`src/rtl/ssg_pkg.sv`:
```
// ----------------------------------------------------------------------------
// ssg_pkg
// Shared types, codes and reset values for the safety speed governor.
// ----------------------------------------------------------------------------
package ssg_pkg;

  localparam int unsigned TICK_WIDTH_DEF = 32;
  localparam int unsigned CFG_IDX_W      = 3;
  localparam int unsigned CFG_DATA_W     = 16;

  // Configuration register indexes.
  localparam logic [CFG_IDX_W-1:0] REG_STEP_PERIOD    = 3'd0;
  localparam logic [CFG_IDX_W-1:0] REG_DANGER_DEC     = 3'd1;
  localparam logic [CFG_IDX_W-1:0] REG_WARNING_FLOOR  = 3'd2;
  localparam logic [CFG_IDX_W-1:0] REG_SAFE_HOLD      = 3'd3;
  localparam logic [CFG_IDX_W-1:0] REG_RECOVER_PERIOD = 3'd4;
  localparam logic [CFG_IDX_W-1:0] REG_MAX_SPEED      = 3'd5;

  // Register reset values.
  localparam logic [15:0] STEP_PERIOD_RST    = 16'd1000;
  localparam logic [6:0]  DANGER_DEC_RST     = 7'd10;
  localparam logic [6:0]  WARNING_FLOOR_RST  = 7'd30;
  localparam logic [15:0] SAFE_HOLD_RST      = 16'd3000;
  localparam logic [15:0] RECOVER_PERIOD_RST = 16'd200;
  localparam logic [6:0]  MAX_SPEED_RST      = 7'd80;

  // Action codes.
  localparam logic ACT_UPDATE = 1'b0;
  localparam logic ACT_CLEAR  = 1'b1;

  // Monitor codes for temperature, gas and current.
  localparam logic [1:0] MON_WARN   = 2'd1;
  localparam logic [1:0] MON_DANGER = 2'd2;

  // Voltage monitor codes.
  localparam logic [2:0] VOLT_UNDER_WARN   = 3'd1;
  localparam logic [2:0] VOLT_OVER_WARN    = 3'd2;
  localparam logic [2:0] VOLT_UNDER_DANGER = 3'd3;
  localparam logic [2:0] VOLT_OVER_DANGER  = 3'd4;

  // Reduction per period by number of warning groups.
  localparam logic [2:0] STEP_NONE  = 3'd0;
  localparam logic [2:0] STEP_ONE   = 3'd1;
  localparam logic [2:0] STEP_TWO   = 3'd3;
  localparam logic [2:0] STEP_THREE = 3'd5;

  typedef struct packed {
    logic              action;
    logic [31:0]       now_ms;
    logic [7:0]        measured_speed;
    logic signed [7:0] speed_in;
    logic [1:0]        temp_state;
    logic [1:0]        gas_state;
    logic [1:0]        current_state;
    logic [2:0]        voltage_state;
  } in_item_t;

  typedef struct packed {
    logic signed [7:0] speed_out;
    logic [1:0]        warn_groups;
    logic [2:0]        cut_step;
    logic              latched;
    logic [4:0]        reason_mask;
  } out_item_t;

  typedef struct packed {
    logic [15:0] step_period_ms;
    logic [6:0]  danger_decrement;
    logic [6:0]  warning_floor;
    logic [15:0] safe_hold_ms;
    logic [15:0] recover_period_ms;
    logic [6:0]  max_speed;
  } cfg_t;

  typedef struct packed {
    logic       flag;
    logic [4:0] cause;
  } danger_t;

  function automatic logic [2:0] reduction_for(input logic [1:0] count);
    logic [2:0] step;
    unique case (count)
      2'd0:    step = STEP_NONE;
      2'd1:    step = STEP_ONE;
      2'd2:    step = STEP_TWO;
      default: step = STEP_THREE;
    endcase
    return step;
  endfunction

endpackage

```
`src/rtl/safety_speed_governor_core.sv`:
```
// ----------------------------------------------------------------------------
// safety_speed_governor_core
// Speed governor that limits the commanded speed from monitor states.
// ----------------------------------------------------------------------------
// Usage: each input item carries an action, a millisecond tick, the measured
// and commanded speeds and four monitor states; every item yields exactly one
// result item with the governed speed, warning count, reduction step, danger
// latch and latched reason mask.
// Channels: in_valid/in_ready and out_valid/out_ready, payloads as packed
// structs. The configuration port writes one register per cycle when cfg_we
// is high; the user must write it only while no item is in flight, and
// the block does not enforce this. An accepted item waits in the input
// register until the result register is free, then is loaded into it and
// out_valid rises. Throughput is one item per cycle while results are taken,
// set by the single update stage that reads and writes the timers and the latch.
// A stalled receiver holds the result register; the input register still
// takes one more item, after which in_ready falls until the result is taken.
// Synchronous reset empties both registers, loads the register defaults and
// clears the timers, the latch and the reason mask.
// ----------------------------------------------------------------------------
module safety_speed_governor_core #(
  parameter int unsigned TICK_WIDTH = ssg_pkg::TICK_WIDTH_DEF
) (
  input  logic                               clk,
  input  logic                               rst_n,
  input  logic                               in_valid,
  output logic                               in_ready,
  input  ssg_pkg::in_item_t                  in_item,
  output logic                               out_valid,
  input  logic                               out_ready,
  output ssg_pkg::out_item_t                 out_item,
  input  logic                               cfg_we,
  input  logic [ssg_pkg::CFG_IDX_W-1:0]      cfg_index,
  input  logic [ssg_pkg::CFG_DATA_W-1:0]     cfg_wdata
);

  logic                  in_v_r;
  ssg_pkg::in_item_t     in_item_r;
  logic                  out_v_r;
  ssg_pkg::out_item_t    out_item_r;
  ssg_pkg::cfg_t         cfg_r, cfg_nxt;
  ssg_pkg::danger_t      danger_r, danger_nxt;
  logic [TICK_WIDTH-1:0] last_step_r, last_step_nxt;
  logic [TICK_WIDTH-1:0] last_warn_r, last_warn_nxt;
  logic [TICK_WIDTH-1:0] last_recover_r, last_recover_nxt;
  ssg_pkg::out_item_t    result;
  logic                  advance;

  assign advance   = in_v_r && (!out_v_r || out_ready);
  assign in_ready  = !in_v_r || !out_v_r || out_ready;
  assign out_valid = out_v_r;
  assign out_item  = out_item_r;

  ssg_eval #(
    .TICK_WIDTH(TICK_WIDTH)
  ) u_eval (
    .item             (in_item_r),
    .cfg              (cfg_r),
    .danger           (danger_r),
    .last_step        (last_step_r),
    .last_warn        (last_warn_r),
    .last_recover     (last_recover_r),
    .result           (result),
    .danger_nxt       (danger_nxt),
    .last_step_nxt    (last_step_nxt),
    .last_warn_nxt    (last_warn_nxt),
    .last_recover_nxt (last_recover_nxt)
  );

  always_comb begin
    cfg_nxt = cfg_r;
    if (cfg_we) begin
      unique case (cfg_index)
        ssg_pkg::REG_STEP_PERIOD:    cfg_nxt.step_period_ms    = cfg_wdata;
        ssg_pkg::REG_DANGER_DEC:     cfg_nxt.danger_decrement  = cfg_wdata[6:0];
        ssg_pkg::REG_WARNING_FLOOR:  cfg_nxt.warning_floor     = cfg_wdata[6:0];
        ssg_pkg::REG_SAFE_HOLD:      cfg_nxt.safe_hold_ms      = cfg_wdata;
        ssg_pkg::REG_RECOVER_PERIOD: cfg_nxt.recover_period_ms = cfg_wdata;
        ssg_pkg::REG_MAX_SPEED:      cfg_nxt.max_speed         = cfg_wdata[6:0];
        default:                     cfg_nxt = cfg_r;
      endcase
    end
  end

  always_ff @(posedge clk) begin
    if (!rst_n) begin
      cfg_r.step_period_ms    <= ssg_pkg::STEP_PERIOD_RST;
      cfg_r.danger_decrement  <= ssg_pkg::DANGER_DEC_RST;
      cfg_r.warning_floor     <= ssg_pkg::WARNING_FLOOR_RST;
      cfg_r.safe_hold_ms      <= ssg_pkg::SAFE_HOLD_RST;
      cfg_r.recover_period_ms <= ssg_pkg::RECOVER_PERIOD_RST;
      cfg_r.max_speed         <= ssg_pkg::MAX_SPEED_RST;
    end else begin
      cfg_r <= cfg_nxt;
    end
  end

  // Handshake and governor state.
  always_ff @(posedge clk) begin
    if (!rst_n) begin
      in_v_r         <= 1'b0;
      out_v_r        <= 1'b0;
      danger_r       <= '0;
      last_step_r    <= '0;
      last_warn_r    <= '0;
      last_recover_r <= '0;
    end else begin
      if (in_valid && in_ready) begin
        in_v_r <= 1'b1;
      end else if (advance) begin
        in_v_r <= 1'b0;
      end
      if (advance) begin
        out_v_r        <= 1'b1;
        danger_r       <= danger_nxt;
        last_step_r    <= last_step_nxt;
        last_warn_r    <= last_warn_nxt;
        last_recover_r <= last_recover_nxt;
      end else if (out_ready) begin
        out_v_r <= 1'b0;
      end
    end
  end

  // Payload registers.
  always_ff @(posedge clk) begin
    if (in_valid && in_ready) begin
      in_item_r <= in_item;
    end
    if (advance) begin
      out_item_r <= result;
    end
  end

endmodule

```
`src/rtl/ssg_eval.sv`:
```
// ----------------------------------------------------------------------------
// ssg_eval
// Combinational update of one item: classifies the monitors, applies the clear,
// standstill, danger, warning or recovery rule and produces the next governor state.
// ----------------------------------------------------------------------------
module ssg_eval #(
  parameter int unsigned TICK_WIDTH = ssg_pkg::TICK_WIDTH_DEF
) (
  input  ssg_pkg::in_item_t      item,
  input  ssg_pkg::cfg_t          cfg,
  input  ssg_pkg::danger_t       danger,
  input  logic [TICK_WIDTH-1:0]  last_step,
  input  logic [TICK_WIDTH-1:0]  last_warn,
  input  logic [TICK_WIDTH-1:0]  last_recover,
  output ssg_pkg::out_item_t     result,
  output ssg_pkg::danger_t       danger_nxt,
  output logic [TICK_WIDTH-1:0]  last_step_nxt,
  output logic [TICK_WIDTH-1:0]  last_warn_nxt,
  output logic [TICK_WIDTH-1:0]  last_recover_nxt
);

  logic [TICK_WIDTH-1:0] now;
  logic [TICK_WIDTH-1:0] warn_base;
  logic                  w_temp, w_gas, w_elec;
  logic [1:0]            wcount;
  logic [2:0]            step;
  logic [4:0]            cause;
  logic                  step_due, hold_ok, recover_due;
  logic signed [8:0]     spd9, dec9, floor9, floor_step9, max9;
  logic signed [8:0]     spd_dec9, spd_step9, spd_inc9;

  assign now = TICK_WIDTH'(item.now_ms);

  assign w_temp = (item.temp_state == ssg_pkg::MON_WARN);
  assign w_gas  = (item.gas_state == ssg_pkg::MON_WARN);
  assign w_elec = (item.current_state == ssg_pkg::MON_WARN)
               || (item.voltage_state == ssg_pkg::VOLT_UNDER_WARN)
               || (item.voltage_state == ssg_pkg::VOLT_OVER_WARN);
  assign wcount = 2'(w_temp) + 2'(w_gas) + 2'(w_elec);
  assign step   = ssg_pkg::reduction_for(wcount);

  assign cause = {item.voltage_state == ssg_pkg::VOLT_UNDER_DANGER,
                  item.voltage_state == ssg_pkg::VOLT_OVER_DANGER,
                  item.current_state == ssg_pkg::MON_DANGER,
                  item.gas_state == ssg_pkg::MON_DANGER,
                  item.temp_state == ssg_pkg::MON_DANGER};

  // A zero warning timer counts as unset while no warning is active.
  assign warn_base = (last_warn == '0) ? now : last_warn;

  // Tick differences wrap at the tick width.
  assign step_due    = (TICK_WIDTH'(now - last_step) >= TICK_WIDTH'(cfg.step_period_ms));
  assign hold_ok     = (TICK_WIDTH'(now - warn_base) >= TICK_WIDTH'(cfg.safe_hold_ms));
  assign recover_due = (TICK_WIDTH'(now - last_recover)
                        >= TICK_WIDTH'(cfg.recover_period_ms));

  assign spd9        = {item.speed_in[7], item.speed_in};
  assign dec9        = $signed({2'b00, cfg.danger_decrement});
  assign floor9      = $signed({2'b00, cfg.warning_floor});
  assign floor_step9 = floor9 + $signed({6'b000000, step});
  assign max9        = $signed({2'b00, cfg.max_speed});
  assign spd_dec9    = spd9 - dec9;
  assign spd_step9   = spd9 - $signed({6'b000000, step});
  assign spd_inc9    = spd9 + 9'sd1;

  always_comb begin
    danger_nxt       = danger;
    last_step_nxt    = last_step;
    last_warn_nxt    = last_warn;
    last_recover_nxt = last_recover;
    result.speed_out   = item.speed_in;
    result.warn_groups = wcount;
    result.cut_step    = step;

    if (item.action == ssg_pkg::ACT_CLEAR) begin
      danger_nxt         = '0;
      result.warn_groups = '0;
      result.cut_step    = ssg_pkg::STEP_NONE;
    end else if (item.measured_speed == 8'd0) begin
      last_step_nxt = now;
      last_warn_nxt = now;
    end else begin
      if (cause != 5'd0) begin
        if (!danger.flag) begin
          danger_nxt.cause = cause;
        end
        danger_nxt.flag = 1'b1;
      end
      if (danger_nxt.flag) begin
        if (step_due) begin
          last_step_nxt = now;
          if (spd9 > dec9) begin
            result.speed_out = spd_dec9[7:0];
          end else begin
            result.speed_out = '0;
          end
        end
      end else if (wcount != 2'd0) begin
        last_warn_nxt    = now;
        last_recover_nxt = now;
        if (step_due) begin
          last_step_nxt = now;
          if (spd9 > floor_step9) begin
            result.speed_out = spd_step9[7:0];
          end else begin
            result.speed_out = floor9[7:0];
          end
        end
      end else begin
        last_warn_nxt = warn_base;
        if (hold_ok && recover_due) begin
          last_recover_nxt = now;
          if (spd9 < max9) begin
            result.speed_out = spd_inc9[7:0];
          end
        end
        last_step_nxt = now;
      end
    end

    result.latched     = danger_nxt.flag;
    result.reason_mask = danger_nxt.cause;
  end

endmodule
```
`config.mk`:
```
export PLATFORM = sky130hd
export DESIGN_NAME = safety_speed_governor_core
export DESIGN_NICKNAME = d
export VERILOG_FILES = /design/src/rtl/ssg_pkg.sv /design/src/rtl/safety_speed_governor_core.sv /design/src/rtl/ssg_eval.sv
export SDC_FILE = /design/constraint.sdc
export NUM_CORES = 1
export LEC_CHECK = 0
export ABC_AREA = 1
export BUFFER_PORTS_ARGS = -buffer_cell sky130_fd_sc_hd__buf_2
export CORE_MARGIN = 2
export CORE_UTILIZATION = 46
export CTS_CLUSTER_SIZE = 14
export DETAILED_ROUTE_END_ITERATION = 7
export MAX_ROUTING_LAYER = met4
export SLEW_MARGIN = 30
export SYNTH_ARGS = -nofsm -noshare
export SYNTH_HDL_FRONTEND = slang
export SYNTH_SLANG_ARGS = --single-unit
```
`constraint.sdc`:
```
create_clock -name clk -period 5.4 [get_ports clk]
set_input_delay 0.54 -clock clk [delete_from_list [all_inputs] [get_ports clk]]
set_output_delay 0.54 -clock clk [all_outputs]
set_load 0.05 [all_outputs]
```
==> results of run 1 <==
==> Yosys cell counts, types with 10 or more instances <==
cell	instances
a211oi_1	22
a21o_1	12
a21oi_1	265
a21oi_2	31
a221oi_1	13
clkbuf_1	46
dfxtp_1	173
edfxtp_1	77
ha_1	160
inv_1	342
inv_2	17
nand2_1	591
nand2_2	22
nand3_1	93
nand3_2	10
nand4_1	47
nor2_1	231
nor3_1	32
o211ai_1	50
o21ai_0	160
o21ai_1	33
xnor2_1	25
xor2_1	56
==> state kept, by name (all words and copies together) (netlist names) <==
name,cells
cfg_r,69
danger_r,6
in_item_r,58
in_v_r,1
last_recover_r,32
last_step_r,32
last_warn_r,32
out_item,19
out_valid,1
==> worst paths after layout <==
| path | endpoint | slack, ns | cells past startpoint |
|---|---|---|---|
| setup / recovery | out_item[14] | 0.24 | 27 |
| hold / removal | in_item_r[8] | 0.12 | 1 |
| setup reg to reg | out_item[14] | 0.24 | 27 |
| hold reg to reg | cfg_r[51] | 0.46 | 2 |
==> area by class of cell <==
| cell class | count | area (um^2) | area share, % |
|---|---|---|---|
| clock buffers | 39 | 857 | 4.06 |
| clock inverters | 17 | 204 | 0.967 |
| inverters | 363 | 1360 | 6.46 |
| multi-input cells | 1961 | 11300 | 53.5 |
| flip-flops and latches | 250 | 5780 | 27.4 |
| well taps | 525 | 657 | 3.11 |
| repair buffers | 156 | 953 | 4.52 |
==> metal layers <==
metal / vias to the layer above / global-route usage [%]
met4: 0 / 7.91
met1: 8262 / 38.9
met3: 88 / 2.80
met2: 587 / 48.4
li1: 9112 / -
met5: - / -
==> power by group through the flow <==
stage               Combinational [W]  Sequential (W)  Clock [W]
detailed placement            0.00242         0.00214          0
floorplan                     0.00176         0.00215          0
global route                  0.00279         0.00211    0.00226
global placement              0.00240         0.00214          0
finish                        0.00247         0.00210    0.00214
CTS                           0.00244         0.00210    0.00218
==> worst reg2reg max path: stages, from the launching register on <==
cell,delay (ns)
edfxtp_1,0.47
buf_4,0.21
ha_1,0.37
nand2_1,0.13
nor3_1,0.23
nor2_2,0.12
o21bai_4,0.21
nand2_1,0.08
nand2_1,0.13
a21o_1,0.20
xor2_1,0.23
ha_1,0.28
a21oi_1,0.13
nor2_1,0.07
a211oi_2,0.34
nand3b_1,0.13
nor2_1,0.10
nand3_1,0.07
nor3_1,0.24
nand4_1,0.14
nor2_2,0.21
nand2_4,0.16
buf_4,0.24
o22ai_1,0.24
nand2_1,0.09
nand2_1,0.10
nand2_1,0.05
nand2_1,0.08
==> cells by family (layout without fill, tap and decap cells) <==
logic type / Yosys count / in the layout / synth area share [%]
adders and majority gates: 166 / 166 / 11.4
and+or+nand+nor: 1081 / 1081 / 25.2
xor gates and xnor gates: 81 / 81 / 3.80
AOI/OAI and AO/OA: 633 / 633 / 19.7
buffers and inverters: 425 / 575 / 9.01
DFF: 250 / 250 / 30.9
==> per-stage QoR <==
step	util [%]	area, um^2
final	52.9	21100
after global routing	52.9	21100
after CTS	52.7	21000
after detailed placement	50.0	20000
after global placement	50.0	20000
after floorplan	-	18700
==> what timing repair did <==
item                                    in CTS  in global routing
endpoints found under the setup margin       0                 35
gates resized for setup                      0                 11
hold buffers                                 0                  0
setup buffers                                0                  4
==> metrics.md, run 1 <==
| Metric | Value |
|---|---|
| Ys Warns | `0` |
| Number of fill cells | `3,995` |
| Final WL | `roughly 61,000 um` |
| Seq/Total Area, Yosys | `a little under a third` |
| CP arrival | `5.63 ns` |
| DRC Markers | `0` |
| Clock power frac | `31.9%` |
| Number of synthesized flops with an enable pin | `77` |
| Met3 Wirelength | `around 3400 um` |
| Top layer used by detailed routing | `met4` |
| Max transition margin | `37.5%` |
| Core area | `about 40,000 um^2` |
| Cells after Synth | `2,636` |
| Fin crit share | `a little over nine tenths` |
| Top cell type's share of synthesized area | `18.5%` |
| Unique masters post-synth | `between 50 and 60` |
| Kind of critical path | `reg -> reg` |
| Most frequent CP cell | `nand2_1` |
| Clk slew on worst S/H paths | `~0.060 ns` |
| Clk root buf | `clkbuf_16` |
| Syn_area_per_cell | `around 7 um^2` |
| Final Wtd Congestion | `1.02` |
| CTS tree | `done` |
| CP bufs+invs | `2` |
| Clk_skew | `0.0342 ns` |
| Total global routing overflow | `0` |
| H-Tree Depth | `1` |
| Slew Viols, Final | `0` |
| Non-Filler Instances | `~3.3k` |
| Crit path time final | `5.16 ns` |
| Hold Crit Class | `in -> reg` |
| Reg2reg start | `in_item_r[29]` |
| Input/output buffers | `102` |
| Setup TNS | `0 ns` |
| Crit-path max cell delay | `about 0.47 ns` |
| Cell row count | `73` |
| Leading area contributor after synthesis | `dfxtp_1` |
| Setup WS post-layout | `~0.24 ns` |
| Synth Flop Type | `dfxtp_1` |
| Top Ports | `roughly 100` |
| Logic pwr share | `roughly 37%` |
| CP delay by family, top | `simple AND/OR/NAND/NOR gates` |
| TritonCTS Buffers | `30` |
| Die area | `roughly 42,000 um^2` |
| Routed vias/inst | `5.45` |
| Antenna fix cells | `0` |
| Max frequency | `a little under 200 MHz` |
| Cell area after synthesis | `18,700 um^2` |
| Flop pwr share | `a little under a third` |
| Max Root-Sink Buffers | `3` |
| Setup crit start | `in_item_r[29]` |
| First-pass GRT wire length | `between 90,000 and 100,000 um` |
| Final number of setup-violating endpoints | `0` |
| CP Capture Type | `flop` |
| Die Width | `206 um` |
| Max FO, Critical Path | `9` |
| Post-DP HPWL | `approximately 48,000 um` |
| Crit path launch type | `flop` |
| FFs w/ async S/R, synth | `0%` |
| Hold path startpoint | `in_item[8]` |
| Initial core utilization | `a little under half` |
| Crit-path slowest cell | `edfxtp_1` |
| Clock sink count | `250` |
| CP Data Required Time | `approximately 5.9 ns` |
| Peak VDD IR | `297 uV` |
| Fin Hold WS | `between 0.1 and 0.15 ns` |
| Routed Antenna Nets | `0` |
| Per-cell routed wire length | `18.3 um` |
| Vias in the first global route | `about 17k` |
| Fin. Hold Viols | `0` |
| Worst-Skew Late Latency | `0.60 ns` |
| Sw frac | `38.3%` |
| Synth Net Count | `2,884` |
| Die H | `slightly above 200 um` |
| Vias post-DR | `~18k` |
| Status | `finished, final reports clean` |
| Most area-consuming cells after synthesis | `dfxtp_1 (19%), edfxtp_1 (12%), nand2_1 (12%)` |
| Wl on met1 | `27,700 um` |
| Synth-to-layout area growth | `12.9%` |
| Final net count | `about 3.0k` |
| Largest net degree at the start of global routing | `a little under 80` |
| Drt first-iter violations | `1,291` |
| Worst Tran Pin Value | `just over 0.9 ns` |
| MaxCap Viol Count | `0` |
| Pre-CTS setup slack | `between 0.04 and 0.05 ns` |
| Seq cells post-synth | `250` |
| Antenna violations before repair | `0` |
| Routed wl met2 | `around 28,000 um` |
| Layout cells sized above 1 | `12.0%` |
| P_sw | `~0.0026 W` |
| Lkg Pwr | `approximately 9.4 nW` |
| GRT Util Overall | `between 20% and 30%` |
| Internal power | `~0.0041 W` |
| Iteration count of the initial detailed-routing pass | `6` |
| Pwr Total | `~0.0067 W` |
| Commonest cells after routing, fill and taps aside | `nand2_1 (590), inv_1 (341), a21oi_1 (264)` |
| PwrDens | `between 300 and 400 nW/um^2` |
| Most common cell after layout, fill and taps aside | `nand2_1` |
| Inst Count DP | `between 3k and 4k` |
Note: power is estimated with default switching activity, not from simulation.
==> inputs of run 2 (changes only) <==
- BUFFER_PORTS_ARGS: -buffer_cell sky130_fd_sc_hd__buf_2 -> not set
- CORE_ASPECT_RATIO: not set -> 1.4
- DONT_BUFFER_PORTS: not set -> 1
- RECOVER_POWER: not set -> 100
==> run 2 against run 1 <==
Sequential share of layout area rose by 0.91 points. Clock power shrank 9.8%. The flow now finishes with violations (max-capacitance violations, max-slew violations). Worst setup slack improved by 0.069 ns. Utilization decreased by 2.0 points. Register-to-register slack improved by 0.07 ns. Non-clock buffer count is 104 lower. Sequential power is 2% higher. Final cell count decreased by 3.0%. Highest routed layer unchanged. Clock skew decreased by 0.0086 ns. Total power shrank 3.2%.
==> metrics.md, run 2 (synthesis results as in run 1) <==
| Metric | Value |
|---|---|
| Status | `complete, but fails checks` |
| Failing checks | `max-capacitance violations, max-slew violations` |
| Total global routing overflow | `0 (unchanged)` |
| Multi-input logic area | `11,300 um^2 (-0.14%)` |
| CP Capture Type | `flop` |
| Post-DP HPWL | `53,200 um (+9.8%)` |
| GRT Util Overall | `31.5% (+2.0 points)` |
| RSZ-0062 raised after global routing | `true` |
| Input/output buffers | `0 (-100%)` |
| Inst Count DP | `3,157 (-2.9%)` |
| Max transition margin | `-34.4% (-72 points)` |
| Max Root-Sink Buffers | `3 (unchanged)` |
| PwrDens | `318 nW/um^2 (about the same)` |
| Crit path time final | `5.10 ns (-0.0686 ns)` |
| CTS tree | `done` |
| First-pass GRT wire length | `100,000 um (+6.3%)` |
| Largest net degree at the start of global routing | `112 (+42%)` |
| Worst-Skew Late Latency | `0.58 ns (-0.02 ns)` |
| Most common cell after layout, fill and taps aside | `nand2_1` |
| Layout cells sized above 1 | `8.00% (-4.0 points)` |
| Antenna violations before repair | `2 (+2)` |
| Hold-fix buffers, CTS | `0 (unchanged)` |
| Top Ports | `103 (unchanged)` |
| Hold Crit Class | `in -> reg` |
| Lkg Pwr | `8.96 nW (-5.2%)` |
| Max reg flops | `69 (unchanged)` |
| Die area | `42,300 um^2 (about the same)` |
| TritonCTS Buffers | `27 (-10%)` |
| Final WL | `65,500 um (+8.2%)` |
| DRC Markers | `0 (unchanged)` |
| Vias post-DR | `18.1k (+0.13%)` |
| Clk root buf | `clkbuf_16` |
| MaxCap Viol Count | `2 (+2)` |
| Most frequent CP cell | `nand2_1` |
| Per-cell routed wire length | `20.4 um (+12%)` |
| Slew Viols, Final | `61 (+61)` |
| Biggest regs | `cfg_r: 69 flops, in_item_r: 58 flops` |
| Clock sink count | `250 (unchanged)` |
| Die H | `242 um (+18%)` |
| Largest Register | `cfg_r` |
| Crit-path slowest cell | `edfxtp_1` |
| Fin. Hold Viols | `0 (unchanged)` |
| Setup WS post-layout | `0.304 ns (+0.0686 ns)` |
| Synth-to-layout area growth | `9.26%` |
| Max frequency | `196 MHz (+1.3%)` |
| CP Data Required Time | `5.72 ns (-0.14 ns)` |
| Core area | `40,200 um^2 (+0.63%)` |
| Final net count | `2,903 (-3.6%)` |
| H-Tree Depth | `1 (unchanged)` |
| Fin crit share | `94.4% (-1.3 points)` |
| Final Wtd Congestion | `1.03 (+1.0%)` |
| Iteration count of the initial detailed-routing pass | `5 (-1)` |
| Vias in the first global route | `17.6k (+3.4%)` |
| Final number of setup-violating endpoints | `0 (unchanged)` |
| Crit path launch type | `flop` |
| CP arrival | `5.42 ns (-0.21 ns)` |
| Initial core utilization | `46.5% (-0.29 points)` |
| Crit-path max cell delay | `0.47 ns (about the same)` |
| Die Width | `174 um (-15%)` |
| Non-Filler Instances | `3,211 (-3.0%)` |
| Worst Tran Pin Value | `2.02 ns (+1.08 ns)` |
| Drt first-iter violations | `1,383 (+7.1%)` |
| Routed vias/inst | `5.63 (+3.3%)` |
| Cell row count | `87 (+19%)` |
| Register Area | `5780 um^2 (unchanged)` |
| Routed Antenna Nets | `0 (unchanged)` |
| Pre-CTS setup slack | `-0.323 ns (-0.367 ns)` |
| Max FO, Critical Path | `15 (+6)` |
| Clk_skew | `0.0257 ns (-0.00858 ns)` |
| Clk slew on worst S/H paths | `0.07 ns (about the same)` |
| Peak VDD IR | `295 uV (-0.38%)` |
| Commonest cells after routing, fill and taps aside | `nand2_1 (590), inv_1 (342), a21oi_1 (264)` |
| Number of fill cells | `4,057 (+1.6%)` |
| Kind of critical path | `reg -> reg` |
run 2: cell count changes in the layout (fill, tap and decap cells not counted), sizes merged:
cell,before,now
diode,0,2
clkinv,14,12
clkbuf,39,41
buf,156,45
run 2: final cells by class:
cell class / count / share of cell area [%]
multi-input cells: 1961 / 55.2
flip-flops and latches: 250 / 28.3
inverters: 363 / 6.67
clock buffers: 34 / 3.58
well taps: 534 / 3.27
repair buffers: 52 / 2.11
clock inverters: 15 / 0.846
diodes: 2 / 0.0245
run 2: worst paths after layout:
path | endpoint | cells after the start | from | slack [ns]
worst max-delay path | out_item[12] | 30 | in_item_r[25] | 0.30
worst min-delay path | in_item_r[49] | 0 | in_item[49] | 0.05
worst max register to register | out_item[12] | 30 | in_item_r[25] | 0.30
worst min register to register | cfg_r[25] | 2 | cfg_r[25] | 0.46
run 2: through the flow:
stage	hold WS, ns	setup TNS (ns)	total power (W)	util [%]	area (um^2)
floorplan	0.433	0	0.00391	-	18700
global placement	0.447	-5.31	0.00457	48.5	19500
detailed placement	0.450	-4.70	0.00460	48.5	19500
CTS	0.0247	0	0.00654	50.8	20400
global route	0.0357	-0.0182	0.00691	50.8	20400
finish	0.0536	0	0.00650	50.8	20400
run 2: routing by layer:
layer  share of wire, %  global-route usage, %  up-vias  routed length, um
li1                   -                      -     8907                  -
met3                5.0                   3.77      202               3280
met5                  0                      -        -                  0
met4                7.1                   19.2        0               4680
met2                 50                   55.9      597              32900
met1                 38                   33.3     8367              24700
run 2: report_power, final:
part           internal [W]  switching [W]
Sequential          0.00203       0.000112
Combinational      0.000830        0.00160
Clock               0.00111       0.000818
Total               0.00397        0.00253
run 2: critical path: cells and delay by family (launching register included):
kind                       cells  cell delay, ns
and+or+nand+nor               18            1.86
adders and majority gates      3            0.97
buffers and inverters          5            0.83
DFF                            1            0.47
AOI/OAI and AO/OA              3            0.45
xor gates and xnor gates       1            0.23
run 2: what timing repair did:
| action | 4_1_cts | 5_1_grt |
|---|---|---|
| resized for setup | 4 | 7 |
| endpoints found under the hold margin | 0 | 0 |
| setup buffers | 0 | 3 |
| pin swaps | 0 | 0 |
| endpoints found under the setup margin | 31 | 32 |
